## config.mk

```make
export PLATFORM = sky130hd
export DESIGN_NAME = dcc_loco_packet_encoder_unit
export DESIGN_NICKNAME = d
export VERILOG_FILES = /design/src/hw/rtl/dcc_enc_pkg.sv /design/src/hw/rtl/dcc_enc_packer.sv /design/src/hw/rtl/dcc_enc_serializer.sv /design/src/hw/rtl/dcc_loco_packet_encoder_unit.sv
export SDC_FILE = /design/constraint.sdc
export NUM_CORES = 1
export LEC_CHECK = 0
export BUFFER_PORTS_ARGS = -buffer_cell sky130_fd_sc_hd__buf_2
export CAP_MARGIN = 20
export CORE_MARGIN = 4
export CORE_UTILIZATION = 60
export DETAILED_ROUTE_END_ITERATION = 8
export GPL_ROUTABILITY_DRIVEN = 0
export GPL_TIMING_DRIVEN = 0
export MAX_ROUTING_LAYER = met4
export PLACE_DENSITY = 0.89
export SETUP_SLACK_MARGIN = 0.15
export SYNTH_ARGS = -nofsm -noshare
export SYNTH_HDL_FRONTEND = slang
export SYNTH_HIERARCHICAL = 1
export SYNTH_SLANG_ARGS = --single-unit
```

## constraint.sdc

```tcl
create_clock -name clk -period 7.88 [get_ports clk]
set_clock_uncertainty 0.1 [all_clocks]
set_input_delay 0.394 -clock clk [delete_from_list [all_inputs] [get_ports clk]]
set_output_delay 0.394 -clock clk [all_outputs]
set_load 0.02 [all_outputs]
```

## src/hw/rtl/dcc_enc_pkg.sv

```systemverilog
// ----------------------------------------------------------------------------
// dcc_enc_pkg
// Shared types and constants of the DCC locomotive packet encoder.
// ----------------------------------------------------------------------------
package dcc_enc_pkg;

    // command kinds
    localparam logic [2:0] KIND_SPEED  = 3'd0;
    localparam logic [2:0] KIND_FN0_4  = 3'd1;
    localparam logic [2:0] KIND_FN5_8  = 3'd2;
    localparam logic [2:0] KIND_FN9_12 = 3'd3;
    localparam logic [2:0] KIND_POM    = 3'd4;
    localparam logic [2:0] KIND_RESET  = 3'd5;
    localparam logic [2:0] KIND_IDLE   = 3'd6;

    // speed step modes, any other code runs as 128 steps
    localparam logic [1:0] MODE_14 = 2'd0;
    localparam logic [1:0] MODE_28 = 2'd1;

    // address and instruction byte constants
    localparam logic [13:0] SHORT_ADDR_LIMIT = 14'd100;
    localparam logic [7:0]  LONG_ADDR_MARK   = 8'hC0;
    localparam logic [7:0]  SPEED_BASE       = 8'h40;
    localparam logic [7:0]  SPEED128_BYTE    = 8'h3F;
    localparam logic [7:0]  FN0_4_BASE       = 8'h80;
    localparam logic [7:0]  FN5_8_BASE       = 8'hB0;
    localparam logic [7:0]  FN9_12_BASE      = 8'hA0;
    localparam logic [7:0]  POM_BASE         = 8'hEC;
    localparam logic [7:0]  IDLE_BYTE        = 8'hFF;

    // scaled speed steps: x*14/125 and x*28/125 as multiply and shift
    localparam int          RECIP_SHIFT = 20;
    localparam logic [17:0] RECIP_14    = 18'd117446;
    localparam logic [17:0] RECIP_28    = 18'd234892;

    // bit group shapes
    localparam int          PKT_BYTES      = 5;
    localparam logic [4:0]  PREAMBLE_COUNT = 5'd16;
    localparam logic [4:0]  BYTE_COUNT     = 5'd9;
    localparam logic [4:0]  CLOSE_COUNT    = 5'd10;
    localparam logic [15:0] PREAMBLE_BITS  = 16'hFFFF;

    // one locomotive command
    typedef struct packed {
        logic [2:0]  kind;
        logic [13:0] address;
        logic [7:0]  speed;
        logic [1:0]  speed_mode;
        logic [7:0]  fn_low;
        logic [7:0]  fn_high;
        logic [9:0]  pom_cv;
        logic [7:0]  pom_value;
    } cmd_t;

    // one bit group of the serial stream
    typedef struct packed {
        logic [15:0] bit_group;
        logic [4:0]  bit_count;
        logic        last;
    } grp_t;

    // packet bytes ready for serializing
    typedef struct packed {
        logic [PKT_BYTES-1:0][7:0] bytes;
        logic [2:0]                count;
        logic [7:0]                chk;
    } packet_t;

    // packet handoff between packer and serializer
    typedef struct packed {
        logic    valid;
        packet_t pkt;
    } pkt_req_t;

endpackage

```

## src/hw/rtl/dcc_enc_packer.sv

```systemverilog
// ----------------------------------------------------------------------------
// dcc_enc_packer
// Builds the packet bytes, byte count and XOR checksum of one command.
// ----------------------------------------------------------------------------
module dcc_enc_packer
    import dcc_enc_pkg::*;
(
    input  cmd_t    cmd,
    output packet_t pkt
);

    logic        is_long;
    logic [7:0]  addr0;
    logic [7:0]  addr1;
    logic [7:0]  ins0;
    logic [7:0]  ins1;
    logic [7:0]  ins2;
    logic [1:0]  ins_n;
    logic [6:0]  spd_v;
    logic [6:0]  spd_d;
    logic [24:0] prod14;
    logic [24:0] prod28;
    logic [4:0]  step14;
    logic [5:0]  step28;
    logic [3:0]  code14;
    logic [4:0]  code28;
    logic [7:0]  byte14;
    logic [7:0]  byte28;

    // address bytes
    assign is_long = (cmd.address >= SHORT_ADDR_LIMIT);
    assign addr0   = is_long ? (LONG_ADDR_MARK | {2'b00, cmd.address[13:8]})
                             : cmd.address[7:0];
    assign addr1   = cmd.address[7:0];

    // speed step scaling
    assign spd_v  = cmd.speed[6:0];
    assign spd_d  = spd_v - 7'd2;
    assign prod14 = 25'(spd_d) * 25'(RECIP_14);
    assign prod28 = 25'(spd_d) * 25'(RECIP_28);
    assign step14 = prod14[24:RECIP_SHIFT] + 5'd2;
    assign step28 = {1'b0, prod28[24:RECIP_SHIFT]} + 6'd4;

    // fourteen step code, saturated at the top step
    always_comb
    begin
        if (spd_v < 7'd2)
            code14 = spd_v[3:0];
        else if (step14 > 5'd15)
            code14 = 4'd15;
        else
            code14 = step14[3:0];
    end

    // twenty-eight step code, speed one maps to emergency stop code
    always_comb
    begin
        if (spd_v == 7'd0)
            code28 = 5'd0;
        else if (spd_v == 7'd1)
            code28 = 5'd2;
        else if (step28 > 6'd31)
            code28 = 5'd31;
        else
            code28 = step28[4:0];
    end

    assign byte14 = SPEED_BASE | {2'b00, cmd.speed[7], cmd.fn_low[0], code14};
    assign byte28 = SPEED_BASE | {2'b00, cmd.speed[7], code28[0], code28[4:1]};

    // instruction bytes, unused ones held at zero
    always_comb
    begin
        ins0  = 8'h00;
        ins1  = 8'h00;
        ins2  = 8'h00;
        ins_n = 2'd0;
        case (cmd.kind)
            KIND_SPEED:
            begin
                if (cmd.speed_mode == MODE_14)
                begin
                    ins0  = byte14;
                    ins_n = 2'd1;
                end
                else if (cmd.speed_mode == MODE_28)
                begin
                    ins0  = byte28;
                    ins_n = 2'd1;
                end
                else
                begin
                    ins0  = SPEED128_BYTE;
                    ins1  = cmd.speed;
                    ins_n = 2'd2;
                end
            end
            KIND_FN0_4:
            begin
                ins0  = FN0_4_BASE | {3'b000, cmd.fn_low[0], cmd.fn_low[4:1]};
                ins_n = 2'd1;
            end
            KIND_FN5_8:
            begin
                ins0  = FN5_8_BASE | {4'b0000, cmd.fn_high[0], cmd.fn_low[7:5]};
                ins_n = 2'd1;
            end
            KIND_FN9_12:
            begin
                ins0  = FN9_12_BASE | {4'b0000, cmd.fn_high[4:1]};
                ins_n = 2'd1;
            end
            KIND_POM:
            begin
                ins0  = POM_BASE | {6'b000000, cmd.pom_cv[9:8]};
                ins1  = cmd.pom_cv[7:0];
                ins2  = cmd.pom_value;
                ins_n = 2'd3;
            end
            default:
            begin
                ins_n = 2'd0;
            end
        endcase
    end

    // byte list and checksum
    always_comb
    begin
        if (cmd.kind == KIND_RESET || cmd.kind == KIND_IDLE)
        begin
            pkt.bytes[0] = (cmd.kind == KIND_IDLE) ? IDLE_BYTE : 8'h00;
            pkt.bytes[1] = 8'h00;
            pkt.bytes[2] = 8'h00;
            pkt.bytes[3] = 8'h00;
            pkt.bytes[4] = 8'h00;
            pkt.count    = 3'd2;
        end
        else if (is_long)
        begin
            pkt.bytes[0] = addr0;
            pkt.bytes[1] = addr1;
            pkt.bytes[2] = ins0;
            pkt.bytes[3] = ins1;
            pkt.bytes[4] = ins2;
            pkt.count    = 3'd2 + {1'b0, ins_n};
        end
        else
        begin
            pkt.bytes[0] = addr0;
            pkt.bytes[1] = ins0;
            pkt.bytes[2] = ins1;
            pkt.bytes[3] = ins2;
            pkt.bytes[4] = 8'h00;
            pkt.count    = 3'd1 + {1'b0, ins_n};
        end
        pkt.chk = pkt.bytes[0] ^ pkt.bytes[1] ^ pkt.bytes[2]
                ^ pkt.bytes[3] ^ pkt.bytes[4];
    end

endmodule

```

## src/hw/rtl/dcc_enc_serializer.sv

```systemverilog
// ----------------------------------------------------------------------------
// dcc_enc_serializer
// Holds one packet and sends preamble, byte groups and closing group, one
// group per cycle while grp_ready does not stall it, into a registered output stage.
// ----------------------------------------------------------------------------
module dcc_enc_serializer
    import dcc_enc_pkg::*;
(
    input  logic     clk,
    input  logic     rst_n,
    input  pkt_req_t req,
    output logic     req_ready,
    output logic     grp_valid,
    input  logic     grp_ready,
    output grp_t     grp
);

    packet_t    pkt_reg;
    logic       pkt_valid_reg;
    logic [2:0] idx_reg;
    grp_t       grp_reg;
    logic       grp_valid_reg;

    logic       out_load;
    logic       emit;
    logic       is_close;
    logic [2:0] byte_idx;
    grp_t       grp_next;

    // group selection
    assign out_load = !grp_valid_reg || grp_ready;
    assign emit     = pkt_valid_reg && out_load;
    assign is_close = ({1'b0, idx_reg} == ({1'b0, pkt_reg.count} + 4'd1));
    assign byte_idx = idx_reg - 3'd1;

    always_comb
    begin
        if (idx_reg == 3'd0)
        begin
            grp_next.bit_group = PREAMBLE_BITS;
            grp_next.bit_count = PREAMBLE_COUNT;
            grp_next.last      = 1'b0;
        end
        else if (is_close)
        begin
            grp_next.bit_group = {7'b0000000, pkt_reg.chk, 1'b1};
            grp_next.bit_count = CLOSE_COUNT;
            grp_next.last      = 1'b1;
        end
        else
        begin
            grp_next.bit_group = {8'h00, pkt_reg.bytes[byte_idx]};
            grp_next.bit_count = BYTE_COUNT;
            grp_next.last      = 1'b0;
        end
    end

    // next packet is taken as the closing group of the current one leaves
    assign req_ready = !pkt_valid_reg || (emit && is_close);

    // packet register and group index
    always_ff @(posedge clk or negedge rst_n)
    begin
        if (!rst_n)
        begin
            pkt_valid_reg <= 1'b0;
            idx_reg       <= 3'd0;
        end
        else if (req.valid && req_ready)
        begin
            pkt_valid_reg <= 1'b1;
            idx_reg       <= 3'd0;
        end
        else if (emit)
        begin
            if (is_close)
                pkt_valid_reg <= 1'b0;
            else
                idx_reg <= idx_reg + 3'd1;
        end
    end

    always_ff @(posedge clk)
    begin
        if (req.valid && req_ready)
            pkt_reg <= req.pkt;
    end

    // output register
    always_ff @(posedge clk or negedge rst_n)
    begin
        if (!rst_n)
            grp_valid_reg <= 1'b0;
        else if (out_load)
            grp_valid_reg <= pkt_valid_reg;
    end

    always_ff @(posedge clk)
    begin
        if (emit)
            grp_reg <= grp_next;
    end

    assign grp_valid = grp_valid_reg;
    assign grp       = grp_reg;

    // group index never runs past the closing group
    a_idx_range: assert property (@(posedge clk) disable iff (!rst_n)
        pkt_valid_reg |-> ({1'b0, idx_reg} <= ({1'b0, pkt_reg.count} + 4'd1)))
        else $error("group index past closing group");

    // a preamble emitted shows up as a sixteen bit group
    a_preamble: assert property (@(posedge clk) disable iff (!rst_n)
        (emit && idx_reg == 3'd0) |=> (grp_valid_reg && grp_reg.bit_count == PREAMBLE_COUNT))
        else $error("preamble group missing");

    // closing group carries the end bit and ten bits
    a_close: assert property (@(posedge clk) disable iff (!rst_n)
        (grp_valid_reg && grp_reg.last) |->
            (grp_reg.bit_count == CLOSE_COUNT && grp_reg.bit_group[0]))
        else $error("malformed closing group");

    // a packet is never replaced before its closing group left
    a_no_overwrite: assert property (@(posedge clk) disable iff (!rst_n)
        (pkt_valid_reg && !(emit && is_close)) |=> pkt_valid_reg)
        else $error("packet dropped before closing group");

endmodule

```

## src/hw/rtl/dcc_loco_packet_encoder_unit.sv

```systemverilog
// ----------------------------------------------------------------------------
// dcc_loco_packet_encoder_unit
// DCC locomotive packet encoder: one command in, its serial bit groups out.
// ----------------------------------------------------------------------------
// Each accepted command transaction yields a preamble group of sixteen ones,
// one nine bit group per packet byte (start bit 0 and the byte) and a ten bit
// closing group (0, XOR checksum, end bit 1) flagged by last: three to seven
// groups, the count of packet bytes plus two. Groups leave one per cycle
// from the serializer while grp_ready does not stall it, the serializer
// stepping through its packet register. A command is registered at the
// input, encoded into packet bytes in the following cycle and handed over
// as the previous packet's closing group leaves, so commands follow each
// other with no gap on the output. Bits go out highest counted bit first.
module dcc_loco_packet_encoder_unit
    import dcc_enc_pkg::*;
(
    input  logic clk,
    input  logic rst_n,
    input  logic cmd_valid,
    output logic cmd_ready,
    input  cmd_t cmd,
    output logic grp_valid,
    input  logic grp_ready,
    output grp_t grp
);

    cmd_t     cmd_reg;
    logic     cmd_valid_reg;
    packet_t  pkt;
    pkt_req_t req;
    logic     req_ready;

    // input register
    assign cmd_ready = !cmd_valid_reg || req_ready;

    always_ff @(posedge clk or negedge rst_n)
    begin
        if (!rst_n)
            cmd_valid_reg <= 1'b0;
        else if (cmd_ready)
            cmd_valid_reg <= cmd_valid;
    end

    always_ff @(posedge clk)
    begin
        if (cmd_valid && cmd_ready)
            cmd_reg <= cmd;
    end

    // packet building
    dcc_enc_packer u_packer
    (
        .cmd (cmd_reg),
        .pkt (pkt)
    );

    assign req.valid = cmd_valid_reg;
    assign req.pkt   = pkt;

    // serializing into bit groups
    dcc_enc_serializer u_serializer
    (
        .clk       (clk),
        .rst_n     (rst_n),
        .req       (req),
        .req_ready (req_ready),
        .grp_valid (grp_valid),
        .grp_ready (grp_ready),
        .grp       (grp)
    );

endmodule

```

# Word level (Yosys, flattened, before mapping)
# Cells that the tools add are included.
[totals] ff_bits=137 out_inout_bits=24 elab_cells=101
[classes] add_sub_neg=8 multipliers=2 n_lt_le_gt_ge=5 n_eq_ne=10 muxes=28 bitwise=4 n_reduce_logical=21
[ops] cell="$mux 43" n=2
[ops] cell="$mux 8" n=7
[ops] cell="$mul 7x16->23 const B" n=2
[ops] cell="$pmux 8 s5" n=1
[ops] cell="$xor 8x8->8" n=4
[ops] cell="$bmux 8 s3" n=1
[ops] cell="$pmux 8 s2" n=1
[ops] cell="$mux 15" n=1
[ops] cell="$mux 5" n=3
[ops] cell="$ge 14x7->1 const B" n=1
[ops] cell="$eq 3x3->1 const B" n=3
[ops] cell="$mux 3" n=3
[ops] cell="$mux 4" n=2
[ops] cell="$eq 7x1->1 const B" n=1
[ops] cell="$logic_not 7->1" n=1
[ops] cell="$lt 7x2->1 const B" n=1
[ops] cell="$mux 7" n=1
[ops] cell="$sub 7x2->7 const B" n=1
[ops] cell="$add 5x3->6 const B" n=1
[ops] cell="$eq 3x2->1 const B" n=2
[ops] cell="$gt 6x5->1 const B" n=1
[ops] cell="$logic_not 3->1" n=2
[ops] cell="$pmux 2 s3" n=1
[ops] cell="$add 4x2->5 const B" n=1
[ops] cell="21 further kinds" n=34

# Logic depth before layout (Yosys ltp)
# Gate-level depths: netlist (run 1).
[logic_depth] ltp_word=16 ltp_mapped=26 mapped_depth_nobuf=24

# By module
# The synthesis (run 1) kept the hierarchy.
[modules_own_cells] mod="dcc_enc_packer" n_inst=1 cells_per_inst=474 area_per_inst_um2=3403.3
[modules_own_cells] mod="dcc_enc_serializer" n_inst=1 cells_per_inst=186 area_per_inst_um2=2882.8
[modules_own_cells] mod="dcc_loco_packet_encoder_unit" n_inst=1 cells_per_inst=65 area_per_inst_um2=1885.6

# Worst setup path before layout (run 1)
# OpenSTA, ideal clock, no wires.
[synth_path] kind="register -> register" startpoint="register cmd_reg[37] (netlist bit)" endpoint="register u_serializer/pkt_reg[20] (netlist bit) (data pin)" setup_ps=254 t_arrival_ps=5375 t_required_ps=7526 slack_ps=2151 path_stages_with_launch=23 period_less_slack_ps=5729 path_cell_list="edfxtp_1 > buf_2 > inv_1 > ha_1 > or3b_1 > buf_6 > xnor2_1 > xnor2_1 > inv_1 > fa_1 > inv_1 > ha_1 > ha_1 > ha_1 > and4b_1 > nand4_1 > o22a_1 > a311o_1 > and4_4 > or2_4 > a211oi_2 > o41ai_4 > a21o_1"
[synth_lines] element="start, declared" line="dcc_loco_packet_encoder_unit.sv:27" text="cmd_t cmd_reg;"
[synth_lines] element="start signal, assigned" line="dcc_loco_packet_encoder_unit.sv:47" text="cmd_reg <= cmd;"
[synth_lines] element="end signal, assigned" line="dcc_enc_serializer.sv:86" text="pkt_reg <= req.pkt;"
[synth_lines] element="end, declared" line="dcc_enc_serializer.sv:18" text="packet_t pkt_reg;"

==> results of run 1 <==
==> worst register-to-register path, stage by stage, from the launching register on <==
cell	delay [ns]
edfxtp_1	0.43
buf_2	0.23
inv_1	0.15
ha_1	0.39
or3b_1	0.42
buf_6	0.16
xnor2_1	0.41
nor2_1	0.19
ha_1	0.22
or2b_1	0.26
fa_1	0.50
inv_1	0.05
fa_1	0.38
inv_1	0.07
ha_1	0.22
nor2b_1	0.14
o2111ai_1	0.22
o211ai_1	0.14
a211oi_1	0.28
xor2_1	0.33
inv_1	0.12
ha_1	0.29
nor2_1	0.10
a211oi_1	0.07
nor2_1	0.39
o21ai_0	0.17
==> cell type report <==
class | instances | area (sq um) | share of cell area, %
sequential | 128 | 3810 | 40.5
multi-input combinational | 490 | 3810 | 40.5
timing repair buffer | 86 | 450 | 4.79
clock buffer | 19 | 443 | 4.71
buffer | 43 | 229 | 2.43
inverter | 61 | 229 | 2.43
tap | 176 | 220 | 2.34
clock inverter | 13 | 210 | 2.23
==> final timing paths <==
check | startpoint | to | slack, ns | depth (start not counted)
worst min register to register | u_serializer/pkt_reg[1]$_DFFE_PP_ | u_serializer/grp[8]$_SDFFCE_PP1N_ | 0.46 | 1
worst max register to register | cmd_reg[37]$_DFFE_PP_ | u_serializer/pkt_reg[21]$_DFFE_PP_ | 1.17 | 25
max in group asynchronous | rst_n | u_serializer/idx_reg[2]$_DFFE_PN0P_ | 7.31 | 2
min in group asynchronous | rst_n | u_serializer/idx_reg[0]$_DFFE_PN0P_ | 0.23 | 2
worst min-delay path | cmd[4] | cmd_reg[4]$_DFFE_PP_ | 0.05 | 1
worst max-delay path | cmd_reg[37]$_DFFE_PP_ | u_serializer/pkt_reg[21]$_DFFE_PP_ | 1.17 | 25
==> through the flow <==
| step | setup WS, ns | utilization [%] | hold slack (ns) | power [uW] | instances |
|---|---|---|---|---|---|
| floorplan | 2.15 | - | -0.00159 | 2440 | 722 |
| global placement | 1.40 | 66.1 | 0.120 | 2820 | 982 |
| detailed placement | 1.30 | 66.3 | 0.124 | 2890 | 983 |
| CTS | 1.21 | 71.3 | 0.0372 | 3790 | 1016 |
| global route | 0.801 | 71.3 | 0.0284 | 4070 | 1016 |
| finish | 1.17 | 71.3 | 0.0489 | 3800 | 1016 |
==> what timing repair did <==
action	4_1_cts	5_1_grt
hold buffers	1	0
resized for setup	0	0
hold endpoints to repair	6	0
==> per-layer routing <==
layer / global-route usage [%] / up-vias / wire, microns
met5: - / - / 0
met2: 42.6 / 321 / 9090
met3: 5.99 / 57 / 1440
met4: 8.97 / 0 / 564
met1: 31.4 / 2865 / 7460
li1: - / 2844 / -
==> where the power goes <==
group          internal (uW)  switching [uW]  leakage, uW
logic                    791            1150      0.00245
clock network            571             289     0.000314
registers                925            66.1      0.00118
total                   2290            1510      0.00395
==> impl_metrics.tcl, run 1 <==
set metrics [dict create \
    crit_buf_inv 6 \
    finalCritPeriodShare_pct 85.1 \
    rsz0062_at_grt "no" \
    clk_path_buf_depth 2 \
    synthCells 722 \
    htree_levels 4 \
    postSynthAreaPerCell_sq_um 11.2 \
    slowest_stage "fa_1" \
    largest_register_ffs 58 \
    cts_tree "built" \
    maxCapViolCount 0 \
    drtAntennaViolNets 0 \
    n_antenna_cell 0 \
    grt_pass1_wl_microns 29400 \
    clk_latency_ns 0.41 \
    hold_viol_final 0 \
    port_buffers 84 \
    antenna_found_initial 0 \
    area_delta_synth_final_pct 16.4 \
    ios 89 \
    dpl_cell_area_sq_mm 0.00874 \
    crit_path_start_kind "flop" \
    arrival_ns 6.74 \
    chipHeight_microns 124 \
    cp_max_fo 10 \
    drive_gt1_share_pct 18.5 \
    fin_tns_setup_ns 0 \
    critPathMaxStageDelay_ns 0.50 \
    dieWidth_microns 124 \
    finalSetupViolations 0 \
    max_freq_mhz 149 \
    vias 6087 \
    worstMarginPinSlew_ns 0.743 \
    critical_path.endpoint_type "flop" \
    grt_remaining_overflow 0 \
    clockRootBuffer "clkbuf_16" \
    cp.required_ns 7.91 \
    fp-row-count 42 \
    final_common_cell "edfxtp_1" \
    drt-total-wl_microns 18500 \
    n_fill_cell 884 \
    final_cell_mix "edfxtp_1, buf_2, inv_1, ha_1, nor2_1" \
    path_class "reg -> reg" \
    syn-num-nets 864 \
    initial_utilization_pct 61.3 \
    cts_sinks 128 \
    clkTransAtPathRegs_ns 0.06 \
    grt_pass1_vias 5852 \
    dpl.hpwl_microns 13800 \
    period_minus_slack_ns 6.71 \
    slew_headroom_pct 50.0 \
    drc 0 \
    outcome "completed" \
    cts_made_buffers 17 \
    worst_ir_drop_vdd_mv 0.403 \
    fin_nets 969 \
    fin_area_sq_mm 0.00941 \
    slew_violations 0 \
    dr.first_iter.drc_count 752 \
    viasPerCell 5.99 \
    post-cts-setup-buffers 0 \
    syn_area_sq_mm 0.00808 \
    grtUsageTotal_pct 25.8 \
    crit_family "adder cells" \
    post_drt_wl_per_cell_microns 18.3 \
    hp-class "in -> reg" \
    drt_pass1_iterations 6 \
    power.leakage_uw 0.00395 \
    powerDensity_mw_per_mm2 404 \
    die-area_sq_mm 0.0154 \
    grt_max_degree 59 \
    core-area_sq_mm 0.0132 \
    synth_warnings 6 \
]
No activity file was read; power rests on OpenSTA's default activity.
==> run 2: changes to the inputs <==
--- a/config.mk
+++ b/config.mk
@@ -5,6 +5,7 @@
 export SDC_FILE = /design/constraint.sdc
 export NUM_CORES = 1
 export LEC_CHECK = 0
+export ABC_CLOCK_PERIOD_IN_PS = 7880
 export BUFFER_PORTS_ARGS = -buffer_cell sky130_fd_sc_hd__buf_2
 export CAP_MARGIN = 20
 export CORE_MARGIN = 4
@@ -14,6 +15,7 @@
 export GPL_TIMING_DRIVEN = 0
 export MAX_ROUTING_LAYER = met4
 export PLACE_DENSITY = 0.89
+export REMOVE_ABC_BUFFERS = 1
 export SETUP_SLACK_MARGIN = 0.15
 export SYNTH_ARGS = -nofsm -noshare
 export SYNTH_HDL_FRONTEND = slang
==> impl_metrics.tcl, run 2 (synthesized netlist as in run 1, its figures left out) <==
set metrics [dict create \
    cts_sinks 128 \
    fin_nets 931 \
    max_freq_mhz 147 \
    clkTransAtPathRegs_ns 0.06 \
    htree_levels 4 \
    min_from "cmd[47]" \
    drive_gt1_share_pct 17.3 \
    drtAntennaViolNets 0 \
    powerDensity_mw_per_mm2 409 \
    fin_tns_setup_ns 0 \
    critical_path.endpoint_type "flop" \
    outcome "completed" \
    drt_pass1_iterations 6 \
    rr_worst_depth 22 \
    power_uw 3790 \
    cts_made_buffers 17 \
    slew_headroom_pct 42.7 \
    ios 89 \
    cts_tree "built" \
    power.leakage_uw 0.00386 \
    largest_register_ffs 58 \
    slew_violations 0 \
    post-cts-setup-buffers 0 \
    drc 0 \
    hold-worst-slack_ns 0.0374 \
    whs_path_depth 1 \
    area_delta_synth_final_pct 14.5 \
    fp-row-count 42 \
    final_common_cell "edfxtp_1" \
    r2r-end "u_serializer/pkt_reg[21]$_DFFE_PP_" \
    core-area_sq_mm 0.0132 \
    cp_max_fo 12 \
    final_cell_mix "edfxtp_1, buf_2, inv_1, ha_1, nor2_1" \
    dpl.hpwl_microns 13200 \
    period_minus_slack_ns 6.80 \
    worst_ir_drop_vdd_mv 0.409 \
    viasPerCell 6.12 \
    post_drt_wl_per_cell_microns 19.2 \
    worstMarginPinSlew_ns 0.859 \
    arrival_ns 6.86 \
    finalSetupViolations 0 \
    critPathMaxStageDelay_ns 0.61 \
    worst_slack_ns 1.08 \
    grt_max_degree 59 \
    chipHeight_microns 124 \
    grt_pass1_wl_microns 29100 \
    crit_buf_inv 4 \
    place_inst 942 \
    grt_pass1_vias 5815 \
    finalCritPeriodShare_pct 86.3 \
    rsz0062_at_grt "no" \
    maxCapViolCount 0 \
    grt_remaining_overflow 0 \
    n_fill_cell 902 \
    crit_path_start_kind "flop" \
    n_antenna_cell 0 \
    hold_end "cmd_reg[47]$_DFFE_PP_" \
    r2r-start "cmd_reg[37]$_DFFE_PP_" \
    drt-total-wl_microns 18700 \
    cp.required_ns 7.94 \
    slowest_stage "edfxtp_1" \
    regToRegSetupSlack_ns 1.08 \
    port_buffers 84 \
    vias 5990 \
    path_class "reg -> reg" \
    initial_utilization_pct 61.3 \
    place_worst_setup_slack_ns 1.25 \
    crit_family "adder cells" \
    die-area_sq_mm 0.0154 \
    multiInputGateArea_sq_mm 0.00381 \
    clk_path_buf_depth 2 \
    hold_viol_final 0 \
    worstPathCellList "inv_1 -> ha_1 -> or3b_1 -> xnor2_1 -> xnor2_1 -> inv_1 -> fa_1 -> inv_1 -> fa_1 -> ha_1 -> ha_1 -> a21oi_1 -> o21ai_0 -> a41oi_1 -> nand3_1 -> xnor2_1 -> inv_1 -> ha_1 -> nor2_1 -> a211oi_1 -> nor2_1 -> o21ai_0" \
    dieWidth_microns 124 \
    hp-class "in -> reg" \
    dr.first_iter.drc_count 684 \
    clk_latency_ns 0.43 \
    clockRootBuffer "clkbuf_16" \
    seq_area_sq_mm 0.00381 \
    grtUsageTotal_pct 25.8 \
    final_cells 978 \
    antenna_found_initial 0 \
]
-- run 2: stage by stage --
stage | util, % | cell area (sq um)
detailed placement | 64.9 | 8560
global placement | 64.4 | 8490
global route | 70.2 | 9250
floorplan | - | 7850
finish | 70.2 | 9250
CTS | 69.7 | 9190
-- run 2: how the worst max path moves through the flow --
stage	from	to	slack, ns	depth (start not counted)
after global routing	cmd_reg[37]$_DFFE_PP_	u_serializer/pkt_reg[21]$_DFFE_PP_	0.79	22
after global placement	cmd_reg[37]$_DFFE_PP_	u_serializer/pkt_reg[21]$_DFFE_PP_	1.33	21
final	cmd_reg[37]$_DFFE_PP_	u_serializer/pkt_reg[21]$_DFFE_PP_	1.08	22
after CTS	cmd_reg[37]$_DFFE_PP_	u_serializer/pkt_reg[21]$_DFFE_PP_	1.17	22
after floorplan	cmd_reg[37]$_DFFE_PP_	u_serializer/pkt_reg[20]$_DFFE_PP_	2.16	20
after detailed placement	cmd_reg[37]$_DFFE_PP_	u_serializer/pkt_reg[21]$_DFFE_PP_	1.25	22
-- run 2: layout make-up --
| type | count | area share (%) |
|---|---|---|
| Multi-Input combinational cell | 490 | 41.2 |
| Clock inverter | 13 | 2.00 |
| Timing Repair Buffer | 91 | 6.04 |
| Tap cell | 176 | 2.38 |
| Sequential cell | 128 | 41.2 |
| Clock buffer | 19 | 4.68 |
| Inverter | 61 | 2.47 |
-- run 2: worst reg2reg max path: stages, from the launching register on --
cell,delay [ns]
edfxtp_1,0.61
inv_1,0.23
ha_1,0.35
or3b_1,0.52
xnor2_1,0.55
xnor2_1,0.26
inv_1,0.15
fa_1,0.43
inv_1,0.09
fa_1,0.43
ha_1,0.30
ha_1,0.37
a21oi_1,0.23
o21ai_0,0.14
a41oi_1,0.22
nand3_1,0.14
xnor2_1,0.24
inv_1,0.12
ha_1,0.31
nor2_1,0.12
a211oi_1,0.09
nor2_1,0.35
o21ai_0,0.16
-- run 2: power by group --
group | switching (uW) | leakage, uW | internal (uW)
registers | 82.7 | 0.00118 | 925
clock network | 305 | 0.000295 | 530
logic | 1160 | 0.00238 | 787
-- run 2: layer usage --
| metal | vias up | wire, microns | share of wire, % | GRT usage (%) |
|---|---|---|---|---|
| li1 | 2774 | - | - | - |
| met1 | 2848 | 6990 | 37 | 29.5 |
| met2 | 306 | 9820 | 52 | 45.1 |
| met3 | 62 | 1390 | 7.4 | 5.13 |
| met4 | 0 | 538 | 2.9 | 9.24 |
| met5 | - | 0 | 0 | - |
-- run 2: repair_timing --
item,in CTS,in global routing
endpoints found under the hold margin,6,0
endpoints found under the setup margin,0,0
gates resized for setup,0,0
hold buffers,1,0
==> run 3: changes to the inputs <==
--- a/config.mk
+++ b/config.mk
@@ -12,7 +12,7 @@
 export CORE_UTILIZATION = 60
 export DETAILED_ROUTE_END_ITERATION = 8
 export GPL_ROUTABILITY_DRIVEN = 0
-export GPL_TIMING_DRIVEN = 0
+export GPL_TIMING_DRIVEN = 1
 export MAX_ROUTING_LAYER = met4
 export PLACE_DENSITY = 0.89
 export REMOVE_ABC_BUFFERS = 1
==> impl_metrics.tcl, run 3 (synthesized netlist as in run 1, its figures left out) <==
set metrics [dict create \
    largest_register_ffs 58 \
    critPathMaxStageDelay_ns 0.61 \
    vias 5981 \
    cts_tree "built" \
    n_antenna_cell 0 \
    powerDensity_mw_per_mm2 405 \
    grt_max_degree 59 \
    cts_sinks 128 \
    chipHeight_microns 124 \
    drc 0 \
    hold_viol_final 0 \
    finalCritPeriodShare_pct 84.3 \
    core-area_sq_mm 0.0132 \
    final_cell_mix "edfxtp_1, buf_2, inv_1, ha_1, nor2_1" \
    fin_util_pct 69.8 \
    viasPerCell 6.12 \
    worst_ir_drop_vdd_mv 0.368 \
    clkTransAtPathRegs_ns 0.06 \
    slowest_stage "edfxtp_1" \
    grt_pass1_vias 5734 \
    dr.first_iter.drc_count 624 \
    arrival_ns 6.70 \
    outcome "completed" \
    fin_area_sq_mm 0.00920 \
    slew_violations 0 \
    worstPathCellList "inv_1 -> ha_1 -> or3b_1 -> xnor2_1 -> xnor2_1 -> inv_1 -> fa_1 -> inv_1 -> fa_1 -> ha_1 -> ha_1 -> a21oi_1 -> o21ai_0 -> a41oi_1 -> nand3_1 -> xnor2_1 -> inv_1 -> ha_1 -> nor2_1 -> a211oi_1 -> nor2_1 -> o21ai_0" \
    crit_path_start_kind "flop" \
    period_minus_slack_ns 6.64 \
    power.leakage_uw 0.00385 \
    cp_max_fo 12 \
    place_inst 944 \
    power_uw 3720 \
    drive_gt1_share_pct 17.7 \
    fin_nets 931 \
    drt-total-wl_microns 18100 \
    max_freq_mhz 151 \
    dpl.hpwl_microns 12700 \
    maxCapViolCount 0 \
    grt_remaining_overflow 0 \
    worstMarginPinSlew_ns 0.833 \
    antenna_found_initial 0 \
    critical_path.endpoint_type "flop" \
    dpl_cell_area_sq_mm 0.00853 \
    htree_levels 4 \
    area_delta_synth_final_pct 13.9 \
    post_drt_wl_per_cell_microns 18.5 \
    port_buffers 84 \
    final_cells 978 \
    cts_made_buffers 17 \
    fin_tns_setup_ns 0 \
    hp-class "in -> reg" \
    drt_pass1_iterations 5 \
    rsz0062_at_grt "no" \
    cp.required_ns 7.93 \
    drtAntennaViolNets 0 \
    final_common_cell "edfxtp_1" \
    ios 89 \
    grt_pass1_wl_microns 28400 \
    grtUsageTotal_pct 25.1 \
    slew_headroom_pct 44.4 \
    post-cts-setup-buffers 0 \
    path_class "reg -> reg" \
    fp-row-count 42 \
    clk_latency_ns 0.43 \
    dieWidth_microns 124 \
    clockRootBuffer "clkbuf_16" \
    initial_utilization_pct 61.3 \
    finalSetupViolations 0 \
    die-area_sq_mm 0.0154 \
    clk_path_buf_depth 2 \
]
## run 3: critical path: cells and delay by family (launching register included)
family | cells | cell delay (ns)
xor+xnor | 3 | 0.97
flops | 1 | 0.61
simple gates | 4 | 1.10
compound gates | 5 | 0.82
fa+ha+maj | 6 | 2.18
buf+inv | 4 | 0.59
## run 3: final timing paths
path / startpoint / end / slack (ns) / cells after the start
worst max-delay path: cmd_reg[37]$_DFFE_PP_ / u_serializer/pkt_reg[21]$_DFFE_PP_ / 1.24 / 22
worst min-delay path: cmd[27] / cmd_reg[27]$_DFFE_PP_ / 0.04 / 1
worst max register to register: cmd_reg[37]$_DFFE_PP_ / u_serializer/pkt_reg[21]$_DFFE_PP_ / 1.24 / 22
worst min register to register: u_serializer/pkt_reg[1]$_DFFE_PP_ / u_serializer/grp[8]$_SDFFCE_PP1N_ / 0.45 / 1
max in group asynchronous: rst_n / u_serializer/pkt_valid_reg$_DFFE_PN0P_ / 7.32 / 2
min in group asynchronous: rst_n / u_serializer/idx_reg[2]$_DFFE_PN0P_ / 0.22 / 2
## run 3: cell type report
class | instances | area [sq um]
clock buffer | 17 | 425
inverter | 61 | 229
clock inverter | 15 | 206
timing repair buffer | 91 | 495
multi-input combinational | 490 | 3810
tap | 176 | 220
fill | 904 | 3990
sequential | 128 | 3810
## run 3: layer usage
metal | part of all wire, % | global-route usage (%) | vias up
li1 | - | - | 2766
met1 | 38 | 29.2 | 2849
met2 | 52 | 42.5 | 320
met3 | 7.4 | 5.77 | 46
met4 | 2.7 | 9.92 | 0
met5 | 0 | - | -
## run 3: per-stage QoR
step / hold slack (ns) / worst slack (ns)
after detailed placement: 0.125 / 1.34
after global placement: 0.123 / 1.43
final: 0.0398 / 1.24
after CTS: 0.0289 / 1.32
after floorplan: -0.00159 / 2.16
after global routing: 0.0291 / 0.910
## run 3: timing repair
item	CTS	global route
resized for setup	0	0
hold endpoints to repair	6	0
hold buffers	1	0
## run 3: power by group
part	switching, uW	leakage, uW	internal [uW]
logic	1120	0.00236	759
registers	81.4	0.00118	926
clock network	305	0.000310	533
total	1510	0.00385	2220
